--- src/rtl/core/dd_pkg.sv ---
// ----------------------------------------------------------------------------
// Direct DFT package
// Shared widths, pipeline tag and state types, and the twiddle generator.
// ----------------------------------------------------------------------------
package dd_pkg;

    localparam int SAMPLE_W  = 16;
    localparam int BIN_W     = 23;
    localparam int INDEX_W   = 6;
    localparam int PROD_W    = 2 * SAMPLE_W;
    localparam int ROT_STEPS = 18;

    localparam longint ROT_GAIN   = 64'sd652032874;
    localparam longint PH_HALF    = 64'sh0000_0000_8000_0000;
    localparam longint PH_FULL    = 64'sh0000_0001_0000_0000;
    localparam longint PH_QUARTER = 64'sh0000_0000_4000_0000;
    localparam longint Q15_MAX    = 64'sd32767;
    localparam longint Q15_MIN    = -64'sd32768;

    localparam longint ROT_ANGLE [ROT_STEPS] = '{
        64'sh20000000, 64'sh12E4051E, 64'sh09FB385B, 64'sh051111D4,
        64'sh028B0D43, 64'sh0145D7E1, 64'sh00A2F61E, 64'sh00517C55,
        64'sh0028BE53, 64'sh00145F2F, 64'sh000A2F98, 64'sh000517CC,
        64'sh00028BE6, 64'sh000145F3, 64'sh0000A2FA, 64'sh0000517D,
        64'sh000028BE, 64'sh0000145F
    };

    typedef enum logic {
        ST_LOAD,
        ST_RUN
    } dd_state_t;

    typedef struct packed {
        logic               valid;
        logic               first;
        logic               last;
        logic               frame_last;
        logic [INDEX_W-1:0] bin;
    } dd_tag_t;

    function automatic longint dd_to_q15(input longint v);
        longint r;
        r = (v + 64'sd16384) >>> 15;
        if (r > Q15_MAX) begin
            r = Q15_MAX;
        end
        if (r < Q15_MIN) begin
            r = Q15_MIN;
        end
        return r;
    endfunction

    // Returns {cos, sin} in Q1.15 for a phase given in units of 2^-32 turn.
    function automatic logic [PROD_W-1:0] dd_twiddle_fn(input logic [31:0] phase);
        longint z;
        longint x;
        longint y;
        longint nx;
        logic   flip;
        longint cq;
        longint sq;
        z    = longint'(phase);
        x    = ROT_GAIN;
        y    = 64'sd0;
        flip = 1'b0;
        if (z >= PH_HALF) begin
            z = z - PH_FULL;
        end
        if (z > PH_QUARTER) begin
            z    = z - PH_HALF;
            flip = 1'b1;
        end
        else if (z < -PH_QUARTER) begin
            z    = z + PH_HALF;
            flip = 1'b1;
        end
        for (int i = 0; i < ROT_STEPS; i++) begin
            if (z >= 64'sd0) begin
                nx = x - (y >>> i);
                y  = y + (x >>> i);
                z  = z - ROT_ANGLE[i];
            end
            else begin
                nx = x + (y >>> i);
                y  = y - (x >>> i);
                z  = z + ROT_ANGLE[i];
            end
            x = nx;
        end
        if (flip) begin
            x = -x;
            y = -y;
        end
        cq = dd_to_q15(x);
        sq = dd_to_q15(y);
        return {cq[SAMPLE_W-1:0], sq[SAMPLE_W-1:0]};
    endfunction

endpackage

--- src/rtl/core/dd_seq.sv ---
// ----------------------------------------------------------------------------
// Direct DFT sequencer
// Counts samples into the store, then walks every bin and sample index,
// issuing store and twiddle addresses to the multiply-accumulate pipeline.
// ----------------------------------------------------------------------------
module dd_seq #(
    parameter int POINTS = 64
) (
    input  logic                          clk,
    input  logic                          rst_n,
    input  logic                          in_valid,
    input  logic                          adv,
    input  logic                          frame_done,
    output logic                          in_stall,
    output logic                          we,
    output logic [$clog2(POINTS)-1:0]     waddr,
    output logic [$clog2(POINTS)-1:0]     raddr,
    output logic [$clog2(POINTS)-1:0]     tw_idx,
    output dd_pkg::dd_tag_t               issue
);
    import dd_pkg::*;

    localparam int IDX_W = $clog2(POINTS);
    localparam logic [IDX_W-1:0] LAST_IDX = IDX_W'(POINTS - 1);
    localparam logic [IDX_W:0]   PTS      = (IDX_W + 1)'(POINTS);

    dd_state_t        state_reg, state_next;
    logic [IDX_W-1:0] load_cnt_reg, load_cnt_next;
    logic [IDX_W-1:0] f_reg, f_next;
    logic [IDX_W-1:0] t_reg, t_next;
    logic [IDX_W-1:0] m_reg, m_next;
    logic             done_reg, done_next;
    logic [IDX_W:0]   m_sum;
    logic [IDX_W:0]   m_wrap;
    logic             accept;

    always_ff @(posedge clk or negedge rst_n)
    begin
        if (!rst_n)
        begin
            state_reg    <= ST_LOAD;
            load_cnt_reg <= '0;
            f_reg        <= '0;
            t_reg        <= '0;
            m_reg        <= '0;
            done_reg     <= 1'b0;
        end
        else
        begin
            state_reg    <= state_next;
            load_cnt_reg <= load_cnt_next;
            f_reg        <= f_next;
            t_reg        <= t_next;
            m_reg        <= m_next;
            done_reg     <= done_next;
        end
    end

    assign m_sum  = {1'b0, m_reg} + {1'b0, f_reg};
    assign m_wrap = (m_sum >= PTS) ? (m_sum - PTS) : m_sum;

    always_comb
    begin
        state_next    = state_reg;
        load_cnt_next = load_cnt_reg;
        f_next        = f_reg;
        t_next        = t_reg;
        m_next        = m_reg;
        done_next     = done_reg;
        in_stall      = 1'b1;
        accept        = 1'b0;
        issue         = '0;
        unique case (state_reg)
            ST_LOAD:
            begin
                in_stall = 1'b0;
                accept   = in_valid;
                if (accept)
                begin
                    if (load_cnt_reg == LAST_IDX)
                    begin
                        load_cnt_next = '0;
                        state_next    = ST_RUN;
                        f_next        = '0;
                        t_next        = '0;
                        m_next        = '0;
                        done_next     = 1'b0;
                    end
                    else
                    begin
                        load_cnt_next = load_cnt_reg + 1'b1;
                    end
                end
            end
            ST_RUN:
            begin
                issue.valid      = !done_reg;
                issue.first      = (t_reg == '0);
                issue.last       = (t_reg == LAST_IDX);
                issue.frame_last = (f_reg == LAST_IDX);
                issue.bin        = INDEX_W'(f_reg);
                if (adv && !done_reg)
                begin
                    if (t_reg == LAST_IDX)
                    begin
                        t_next = '0;
                        m_next = '0;
                        if (f_reg == LAST_IDX)
                        begin
                            done_next = 1'b1;
                        end
                        else
                        begin
                            f_next = f_reg + 1'b1;
                        end
                    end
                    else
                    begin
                        t_next = t_reg + 1'b1;
                        m_next = m_wrap[IDX_W-1:0];
                    end
                end
                if (frame_done)
                begin
                    state_next = ST_LOAD;
                end
            end
        endcase
    end

    assign we     = accept;
    assign waddr  = load_cnt_reg;
    assign raddr  = t_reg;
    assign tw_idx = m_reg;

endmodule

--- config.mk ---
export PLATFORM = sky130hd
export DESIGN_NAME = dd_seq
export DESIGN_NICKNAME = d
export VERILOG_FILES = /design/src/rtl/core/dd_pkg.sv /design/src/rtl/core/dd_seq.sv
export SDC_FILE = /design/constraint.sdc
export NUM_CORES = 1
export LEC_CHECK = 0
export BUFFER_PORTS_ARGS = -buffer_cell sky130_fd_sc_hd__buf_2
export CORE_UTILIZATION = 60
export CTS_BUF_LIST = sky130_fd_sc_hd__clkbuf_8
export CTS_CLUSTER_DIAMETER = 50
export DETAILED_ROUTE_END_ITERATION = 12
export GPL_TIMING_DRIVEN = 1
export PLACE_DENSITY = 0.95
export SKIP_CTS_REPAIR_TIMING = 1
export SLEW_MARGIN = 5
export SYNTH_ARGS = -nofsm -noshare
export SYNTH_HDL_FRONTEND = slang
export SYNTH_SLANG_ARGS = --single-unit
--- constraint.sdc ---
create_clock -name clk -period 2.9 [get_ports clk]
set_clock_uncertainty 0.1 [all_clocks]
set_input_delay 0.145 -clock clk [delete_from_list [all_inputs] [get_ports clk]]
set_output_delay 0.145 -clock clk [all_outputs]
set_load 0.005 [all_outputs]
Yosys cells after proc, flatten, opt, wreduce, memory -nomap -nowiden
Cells that the tools add are included.
Storage, ports and cells
  output and inout bits: 30
  flip-flop bits (word level): 26
  input bits: 5
Operators by class
  $lt $le $gt $ge: 1
  bitwise gates (word level): 1
  add/subtract/negate cells: 5
  reductions and logical operators: 7
  eq/ne operators: 9
  muxes and demuxes: 27
Operators with widths (count)
  two-way mux 6 bit: 11
  one-hot mux 6 bit (2 select lines): 3
  adder 6 x 1 -> 6 bit (second input constant): 3
  equality test 6 bit (second input constant): 3
  two-way mux 1 bit: 10
  two-way mux 10 bit: 1
  AND reduction 5 bit: 2
  adder 6 x 6 -> 7 bit: 1
  greater-or-equal comparator 7 bit (second input constant): 1
  zero test 6 bit: 1
  != test 2 x 1 -> 1 bit (second input constant): 3
  != test 2 bit (second input constant): 3
  subtractor 6 x 1 -> 6 bit (second input constant): 1
  one-hot mux 1 bit (2 select lines): 2
  AND reduction 3 bit: 1
  AND reduction 2 bit: 1
  logical AND 1 bit: 1
  zero test 1 bit: 1
  inverter 1 bit: 1

Depth between registers and ports, before layout
Gate-level depths: netlist of the first run.
  depth in word-level cells: 6
  gate-level depth with buffers: 8

Worst setup path after synthesis of the first run
OpenSTA, ideal clock, no wires.
  kind: flip-flop to flip-flop
  start point: register f_reg[1]
  end point: register f_reg[0]
  library setup time: 0.125 ns
  clock period less this slack: 1.983 ns
  arrival time: 1.758 ns
  path buffers: 1
  stages on the path, launching flop included: 7
  path slack: 0.917 ns
  path through: dfrtp_1 -> ha_1 -> and3_4 -> and3_4 -> buf_6 -> or3_4 -> mux2_4
Between the ends
  longest elaborated chain between the ends: 3
Ends and longest elaborated chain
  start: declaration: RTL line dd_seq.sv:29  | logic [IDX_W-1:0] f_reg, f_next;
  start signal: assignment: RTL line dd_seq.sv:52  | f_reg <= f_next;
  equality test 6 bit: RTL line dd_seq.sv:108  | if (f_reg == LAST_IDX)
  != test 2 bit (no source line)
  AND reduction 5 bit (no source line)
Every way passes these cells.
A chain may end at the register's enable or synchronous reset.

Worst setup path in the final report of the first run
  start point: register load_cnt_reg[0], in the netlist waddr[0]
  end point: register f_reg[0]
Between the ends
  longest elaborated chain between the ends: 3
Ends and longest elaborated chain
  start: declaration: RTL line dd_seq.sv:28  | logic [IDX_W-1:0] load_cnt_reg, load_cnt_next;
  start signal: assignment: RTL line dd_seq.sv:51  | load_cnt_reg <= load_cnt_next;
  equality test 6 bit: RTL line dd_seq.sv:80  | if (load_cnt_reg == LAST_IDX)
  != test 2 bit (no source line)
  AND reduction 5 bit (no source line)
Every way passes these cells.

==> results.txt, run 1 <==
* Share of flip-flops with an asynchronous set or reset: 1.00
- Peak ir drop on the vdd network: ~0.50 mV
- In the global route stage, met3 resource usage came out at 0.0537.
- In the synthesized netlist, the number of instances is 166.
- Among cell families on the critical path, the largest total delay comes from compound AO/OA/AOI/OAI gates.
- The total overflow left after global routing is 0.
- The worst setup path is captured at a flop.
- Input and output buffers added on the ports amount to 34.
* Slowest-stage cell, CP: sky130_fd_sc_hd__a21oi_4
- Crit path cell chain: ha_1 -> and3b_1 -> a21oi_4 -> or3_4 -> mux2_4
- The final layout contains routed wiring with a total length of 3780 µm.
- Setup repair after global routing left no endpoint under its margin.
- TritonCTS Buffers: 3
- Number of core rows: 18
* Number of buffers and inverters on the critical path: 0
* Library cells used by synthesis: 50
* Area of the core region: 2520 µm²
* Share of the yosys chip area belonging to registers: 0.399
- Entering global routing, the biggest net connects 27 pins.
* Power dissipated by switching net loads: around 0.00028 W
* Share of final-layout standard cells stronger than drive strength 1: 0.245
* Detailed-routing iteration count for the pre-antenna-repair pass: 4
* Tot Pwr: 0.000971 W
- Mean cell area of the mapped netlist: roughly 9.8 µm²
* Hold path start: adv
* Antenna Violating Nets Remaining: 0
- Clk pwr share: 0.314
- Warnings, synthesis: 0
- Top fanout value on the critical path: 25
- After global routing, the most crowded layer is met2.
* Actual slew at the worst max-slew pin: 0.623 ns
- The synthesized design contains 26 register bits.
* Pint: 0.000694 W
- Maximum operating frequency: 450 MHz
* IO Pins: 35
- Summed over all cells, the static leakage comes to 0.920 nW.
- The worst setup path is of the flop to flop kind.
- Detailed placement finished with a half-perimeter wire length of roughly 2700 µm.
- Clock latency on the worst-skew pair, taken at its later pin, is 0.28 ns.
* Average via count per standard cell: 6.29
- Maximum Capacitance Violations: 0
- For flop-to-flop paths, the worst setup slack is 0.68 ns.
* Diode insertion count for antenna repair: 0
* Area fraction of the dominant cell type after synthesis: 0.399
- Worst setup SP type: flop
- Summed over all failing endpoints, the final setup total negative slack is 0 ns.
- Initial cell density of the core: 0.646
* Worst hold path endpoint: raddr[0]
- Sorting the synthesized cells by area gives the leading types as sky130_fd_sc_hd__dfrtp_1 40%, sky130_fd_sc_hd__ha_1 6.9%, sky130_fd_sc_hd__o21ai_0 3.7%.
- Wire length of the first global-routing pass: 6110 µm
- Synth Flop Type: sky130_fd_sc_hd__dfrtp_1
- Die area: roughly 2900 µm²
* Most frequently used cell type in the post-synthesis netlist: sky130_fd_sc_hd__dfrtp_1
* CTS tree: built
- CTS built an H-tree with a depth of 1.
- Hold Fails Final Rpt: 0
* Final Wtd Congestion: 0.912
- CTS clock-pin slew for the worst setup and hold paths: 0.10 ns
* Depth of the worst hold-timing path: 3
- Number of global-route vias before repair: about 1300
- Result of the run: finished clean
- Share of the cycle needed by the critical path after routing: 0.766
* Area added between synthesis and finish: 14.7%
* Proportion of power drawn by flip-flops and latches: 0.487
- After detailed routing, the number of remaining DRC violations is 0.
- WL/cell: around 17 µm
* Worst reg2reg path depth: 5
* CTS Sinks: 26
* Min-delay worst type: input pin to flop
- In this run the critical register-to-register path is captured at f_reg[0].
* Data arrival, critical path: 2.29 ns
* Number of nets in the synthesized netlist: about 180
- Drt initial violations: 27
- Initial antenna violation count: 0
- Measured along the y axis, the die boundary spans 54.1 µm.
- Mapped cell area: 1630 µm²
* Final hold slack: 0.187 ns
- Number of flops mapped to enable cells by yosys: 0
- The synthesized design spends more area on one cell type than any other, namely sky130_fd_sc_hd__dfrtp_1.
* Worst reg2reg path startpoint: waddr[0]
* Slowest Stage Delay on Critical Path: approximately 0.54 ns
* Final period demand of the worst path: between 2 and 2.5 ns
- Leading post-synthesis cells by instance count: 26 x sky130_fd_sc_hd__dfrtp_1, 16 x sky130_fd_sc_hd__nand2_1, 12 x sky130_fd_sc_hd__o21ai_0, 9 x sky130_fd_sc_hd__ha_1, 9 x sky130_fd_sc_hd__nor2_1
- Via total after detailed routing: 1422
- The number of pins with negative max-slew slack in the final report is 0.
- Filler cells: 173
- The share of total power dissipated in combinational logic is 0.199.
- The root buffer cell chosen for the clock tree is sky130_fd_sc_hd__clkbuf_8.
* Setup Viol. Count Final: 0
- Maximum root-to-sink buffer count: 2
* Power per cell area: 519 nW/µm²
- All-Layer GR Usage: 0.298
* Count of nets after finishing: between 200 and 250
* Req. time, crit path: ~3 ns
* Floorplan die width: between 50 and 60 µm
- Switching portion of total power: 0.285
* Met1 track demand over resource in global routing: 0.364
- Measured against its own limit, the worst slew margin works out to 0.584.
- For this run, global-route usage on met2 was measured as 0.508.
==> cells in the final DEF, fill, tap and decap left out, types with 5 or more instances in the layout <==
cell type and instances:
sky130_fd_sc_hd__nand2_1 16, sky130_fd_sc_hd__a21oi_1 5, sky130_fd_sc_hd__ha_1 9, sky130_fd_sc_hd__and2_1 5
sky130_fd_sc_hd__nand3_1 5, sky130_fd_sc_hd__dfrtp_1 26, sky130_fd_sc_hd__o31ai_1 5, sky130_fd_sc_hd__o21ai_0 12
sky130_fd_sc_hd__buf_2 34, sky130_fd_sc_hd__nor2_1 9, sky130_fd_sc_hd__xor2_1 5
==> stage by stage <==
stage	util	instances	setup WS [ns]	area [µm²]
after floorplan	-	166	0.917	1630
after global placement	0.705	220	0.808	1780
after detailed placement	0.705	220	0.713	1780
after CTS	0.734	224	0.704	1850
after global routing	0.742	226	0.557	1870
final	0.742	226	0.679	1870
==> area by class of cell <==
cell class / instances / area [µm²] / share of cell area
Multi-Input combinational cell: 124 / 898 / 0.480
Sequential cell: 26 / 651 / 0.348
Timing Repair Buffer: 36 / 190 / 0.102
Clock buffer: 3 / 41.3 / 0.0221
Tap cell: 30 / 37.5 / 0.0201
Clock inverter: 1 / 30.0 / 0.0161
Inverter: 6 / 22.5 / 0.0120
==> per-layer routing <==
metal	vias to the layer above	share of wire
li1	664	-
met1	699	0.42
met2	51	0.51
met3	8	0.051
met4	0	0.015
met5	-	0
==> power groups by stage <==
| stage | sequential (W) | clock [W] | combinational, W |
|---|---|---|---|
| 2_1_floorplan | 0.000470 | 0 | 0.000113 |
| 3_3_place_gp | 0.000472 | 0 | 0.000178 |
| 3_5_place_dp | 0.000480 | 0 | 0.000193 |
| 4_1_cts | 0.000473 | 0.000305 | 0.000193 |
| 5_1_grt | 0.000483 | 0.000322 | 0.000223 |
| 6_report | 0.000473 | 0.000305 | 0.000193 |
==> tightest hold or removal path: stages <==
cell	delay, ns
sky130_fd_sc_hd__buf_2	0.10
sky130_fd_sc_hd__nand3b_1	0.17
sky130_fd_sc_hd__o21ai_0	0.09
==> worst max path at each step <==
stage,start,endpoint,cells after the start
after floorplan,f_reg[1],f_reg[0],6
after global placement,state_reg,f_reg[0],4
after detailed placement,waddr[0],f_reg[0],5
after CTS,waddr[0],f_reg[0],5
after global routing,waddr[0],f_reg[0],5
final,waddr[0],f_reg[0],5
==> cell families (layout without fill, tap and decap cells) <==
kind of cell | count (synthesis) | in the layout | synth area share
fa+ha+maj | 10 | 10 | 0.0814
xor+xnor | 7 | 7 | 0.0376
mux | 5 | 5 | 0.0345
buf+inv | 16 | 46 | 0.0499
compound gates | 38 | 38 | 0.170
flops | 26 | 26 | 0.399
simple gates | 64 | 64 | 0.228
No activity file was read; power rests on OpenSTA's default activity.
==> run 2, diff against run 1 <==
--- a/config.mk
+++ b/config.mk
@@ -5,13 +5,14 @@
 export SDC_FILE = /design/constraint.sdc
 export NUM_CORES = 1
 export LEC_CHECK = 0
+export ABC_AREA = 1
 export BUFFER_PORTS_ARGS = -buffer_cell sky130_fd_sc_hd__buf_2
-export CORE_UTILIZATION = 60
+export CORE_UTILIZATION = 51
 export CTS_BUF_LIST = sky130_fd_sc_hd__clkbuf_8
 export CTS_CLUSTER_DIAMETER = 50
 export DETAILED_ROUTE_END_ITERATION = 12
 export GPL_TIMING_DRIVEN = 1
-export PLACE_DENSITY = 0.95
+export PLACE_DENSITY = 0.89
 export SKIP_CTS_REPAIR_TIMING = 1
 export SLEW_MARGIN = 5
 export SYNTH_ARGS = -nofsm -noshare
==> constraint.sdc (replaced) <==
create_clock -name clk -period 1.8 [get_ports clk]
set_clock_uncertainty 0.1 [all_clocks]
set_input_delay 0.09 -clock clk [delete_from_list [all_inputs] [get_ports clk]]
set_output_delay 0.09 -clock clk [all_outputs]
set_load 0.005 [all_outputs]
==> run 2 against run 1 <==
Effect of this change:
- sequential cell count is the same
- area after synthesis grew 6.0%
- sequential share of layout area shrank 3.5 points
- global-route usage shrank 7.9 points
- critical endpoint is now tw_idx[4]
- utilization shrank 7.5 points
- via count grew 8.0%
- critical path depth grew 2
- maximum frequency grew 29%
- non-clock buffer count grew 7
- final cell count grew 32%
- worst setup slack lost 0.59 ns
- die area grew 24%
==> results.txt, run 2 <==
* Result of the run: finished clean
* Root buffer cell: sky130_fd_sc_hd__clkbuf_8
- Initial cell density of the core: 0.552
* Sum of net half-perimeters after detailed placement: 2610 µm
- Based on the critical path, the design can be clocked at up to 583 MHz.
- Dividing the synthesized area by the synthesized cell count gives just over 8 µm².
- After synthesis the netlist holds a flip-flop and latch count of 26.
- Summing all flip-flop and latch instances after layout gives 652 µm².
- Clock-pin slew was measured on the worst setup and hold paths at 0.10 ns.
* Peak ir drop on the vdd network: between 0.7 and 0.8 mV
* TritonCTS Buffers: 3
- Final Wtd Congestion: 0.875
* Post-Route Utilization: 0.667
- Yosys printed 0 warnings.
* Data arrival, critical path: ~1.8 ns
- Y dimension of the die: 60.2 µm
- For this block, the routed nets add up to 3690 µm of wire.
- In this run the critical register-to-register path is launched from tw_idx[0].
* Clk Latency, worst-skew pair: 0.28 ns
- The first global-routing pass estimated approximately 5800 µm of wire.
- IO Pins: 35
- Most frequently used cell type in the post-synthesis netlist: sky130_fd_sc_hd__nand2_1
- Top fanout value on the critical path: 3
- At the pin with the least slew margin, the transition time is 0.594 ns.
- The via count of the first global-routing pass came to 1328.
- At the worst endpoint, the required time is ~1.9 ns.
- Maximum Capacitance Violations: 0
- The path with the worst hold slack has its endpoint at waddr[1].
- Global routing finished with a remaining overflow of 0.
- Dividing the detail-routed wire length by the instance count gives 12.4 µm.
* Most common library cell in the layout ignoring fill and taps: sky130_fd_sc_hd__nand2_1
- Depth of the worst hold-timing path: 4
- Pin count of the biggest net entering global routing: 27
* Maximum level of the CTS H-tree: 1
- After synthesis, the share of flip-flops with an asynchronous set or reset is 1.00.
- Power per cell area: 946 nW/µm²
* Reg-to-reg critical path endpoint: tw_idx[4]
- Number of pins with negative max-slew slack in the final report: 0
* Leak: 1.17 nW
* Synth Flop Type: sky130_fd_sc_hd__dfrtp_1
* DR DRC count: 0
* Number of nets in the synthesized netlist: 225
* Hold path start: in_valid
- The die is 60.2 µm wide.
* Share of the cycle needed by the critical path after routing: 0.953
- Area of the core region: between 3000 and 4000 µm²
- Setup repair after global routing could not meet its margin everywhere.
* Area fraction of the dominant cell type after synthesis: 0.377
* Min-delay worst type: input pin to flop
- Dividing the detail-routed via count by the number of cells gives between 5 and 6.
* Leading post-synthesis cells by instance count: 56 x sky130_fd_sc_hd__nand2_1, 28 x sky130_fd_sc_hd__nand3_1, 26 x sky130_fd_sc_hd__dfrtp_1, 24 x sky130_fd_sc_hd__inv_1, 12 x sky130_fd_sc_hd__nor2_1
- The first detailed-routing pass ran for 4 iterations.
- In the final timing run, aggregate negative setup slack is 0 ns.
- The worst setup path is launched from a flop.
- Area added between synthesis and finish: 20.7%
* Maximum root-to-sink buffer count: 2
- The layout has between 200 and 300 filler cells.
* R2R Setup Slk: 0.08 ns
- Share of the yosys chip area belonging to registers: 0.377
- Setup Viol. Count Final: 0
- The final hold violation count was 0.
* Worst reg2reg path depth: 7
- CTS Sinks: 26
- The worst pin sits at a relative slew slack of 0.604.
- Share of final-layout standard cells stronger than drive strength 1: 0.303
* Drt initial violations: 68
- The floorplan has 20 rows.
* Die area: 3620 µm²
- The final route contains 1536 vias.
- Dominant cells by area after synthesis: sky130_fd_sc_hd__dfrtp_1 38%, sky130_fd_sc_hd__nand2_1 12%, sky130_fd_sc_hd__nand3_1 8.1%
* Antenna Violating Nets Remaining: 0
- Initial antenna violation count: 0
* All-Layer GR Usage: 0.219
- Counting I/O delays and the setup requirement, the final critical path takes approximately 1.7 ns.
* Category of the critical setup timing path: flop to flop
- CTS tree: built
- Mapped cell area: 1730 µm²
- Sort of element at the end of the critical path: flop
- At the end of the flow, the number of nets in the layout was 270.
- Library cell with the largest summed area after synthesis: sky130_fd_sc_hd__dfrtp_1
- Buffers placed on the I/O ports in this run total 34.
- Library cells used by synthesis: 28
* Post-synthesis cell count: 210
- The synthesized design contains 0 enable-type register cells.
- Summing all multi-input logic gate instances after layout gives 963 µm².
* Highest-count cells in the layout ignoring fill and taps: 55 x sky130_fd_sc_hd__nand2_1, 34 x sky130_fd_sc_hd__buf_2, 27 x sky130_fd_sc_hd__nand3_1
* Diode insertion count for antenna repair: 0
==> run 2: changes by cell type after synthesis, moves of 5 or more <==
cell,before,now
sky130_fd_sc_hd__o21ai_2,0,6
sky130_fd_sc_hd__nand3_1,5,28
sky130_fd_sc_hd__and2_1,5,0
sky130_fd_sc_hd__nand2_1,16,56
sky130_fd_sc_hd__inv_1,4,24
sky130_fd_sc_hd__o21ai_0,12,7
sky130_fd_sc_hd__o31ai_1,5,0
==> run 2: worst max-delay path, cell delays in order, from the launching register on <==
cell                      delay (ns)
sky130_fd_sc_hd__dfrtp_1        0.41
sky130_fd_sc_hd__ha_2           0.21
sky130_fd_sc_hd__fa_2           0.35
sky130_fd_sc_hd__nand3_1        0.08
sky130_fd_sc_hd__nand2_1        0.07
sky130_fd_sc_hd__or2_2          0.27
sky130_fd_sc_hd__nand3_1        0.08
sky130_fd_sc_hd__nand2_1        0.05
==> run 2: cell type report <==
type,instances,area share
clock buffers,3,0.0198
inverters,25,0.0486
well taps,44,0.0264
multi-input cells,156,0.462
repair buffers,43,0.116
clock inverters,1,0.0144
flip-flops and latches,26,0.313
==> run 2: metrics by stage <==
step	hold slack, ns	setup slack [ns]	instances	power (W)	area, µm²
after global placement	0.0318	0.0534	291	0.00145	1970
after floorplan	-0.306	0.0428	210	0.00122	1730
final	0.0293	0.0844	298	0.00197	2090
after global routing	0.0503	-0.00997	298	0.00210	2090
after CTS	-0.284	-0.00830	295	0.00198	2040
after detailed placement	0.0298	0.00339	291	0.00148	1970
==> run 2: power breakdown <==
group | internal [W] | leakage, nW | total [W] | switching (W)
clock | 0.000298 | 0.0357 | 0.000503 | 0.000205
combinational | 0.000271 | 0.794 | 0.000628 | 0.000356
sequential | 0.000711 | 0.337 | 0.000842 | 0.000131
total | 0.00128 | 1.17 | 0.00197 | 0.000692
==> run 2: cell families after synthesis <==
kind of cell / synth area share
compound gates: 0.0855
xor+xnor: 0.0253
fa+ha+maj: 0.0768
buf+inv: 0.0804
flops: 0.377
simple gates: 0.356
==> run 2: worst max path at each step <==
stage / start / endpoint / slack [ns] / cells past startpoint
6_report: tw_idx[0] / tw_idx[4] / 0.08 / 7
2_1_floorplan: f_reg[0] / tw_idx[4] / 0.04 / 7
5_1_grt: waddr[1] / f_reg[1] / -0.01 / 7
3_5_place_dp: tw_idx[0] / tw_idx[4] / 0.003 / 7
3_3_place_gp: tw_idx[0] / tw_idx[4] / 0.05 / 7
4_1_cts: tw_idx[0] / tw_idx[4] / -0.008 / 7
==> run 2: metal layers <==
layer	up-vias	track usage	part of all wire
met5	-	0	0
met3	5	0.0303	0.033
li1	767	-	-
met2	38	0.358	0.51
met4	0	0.110	0.017
met1	726	0.281	0.44
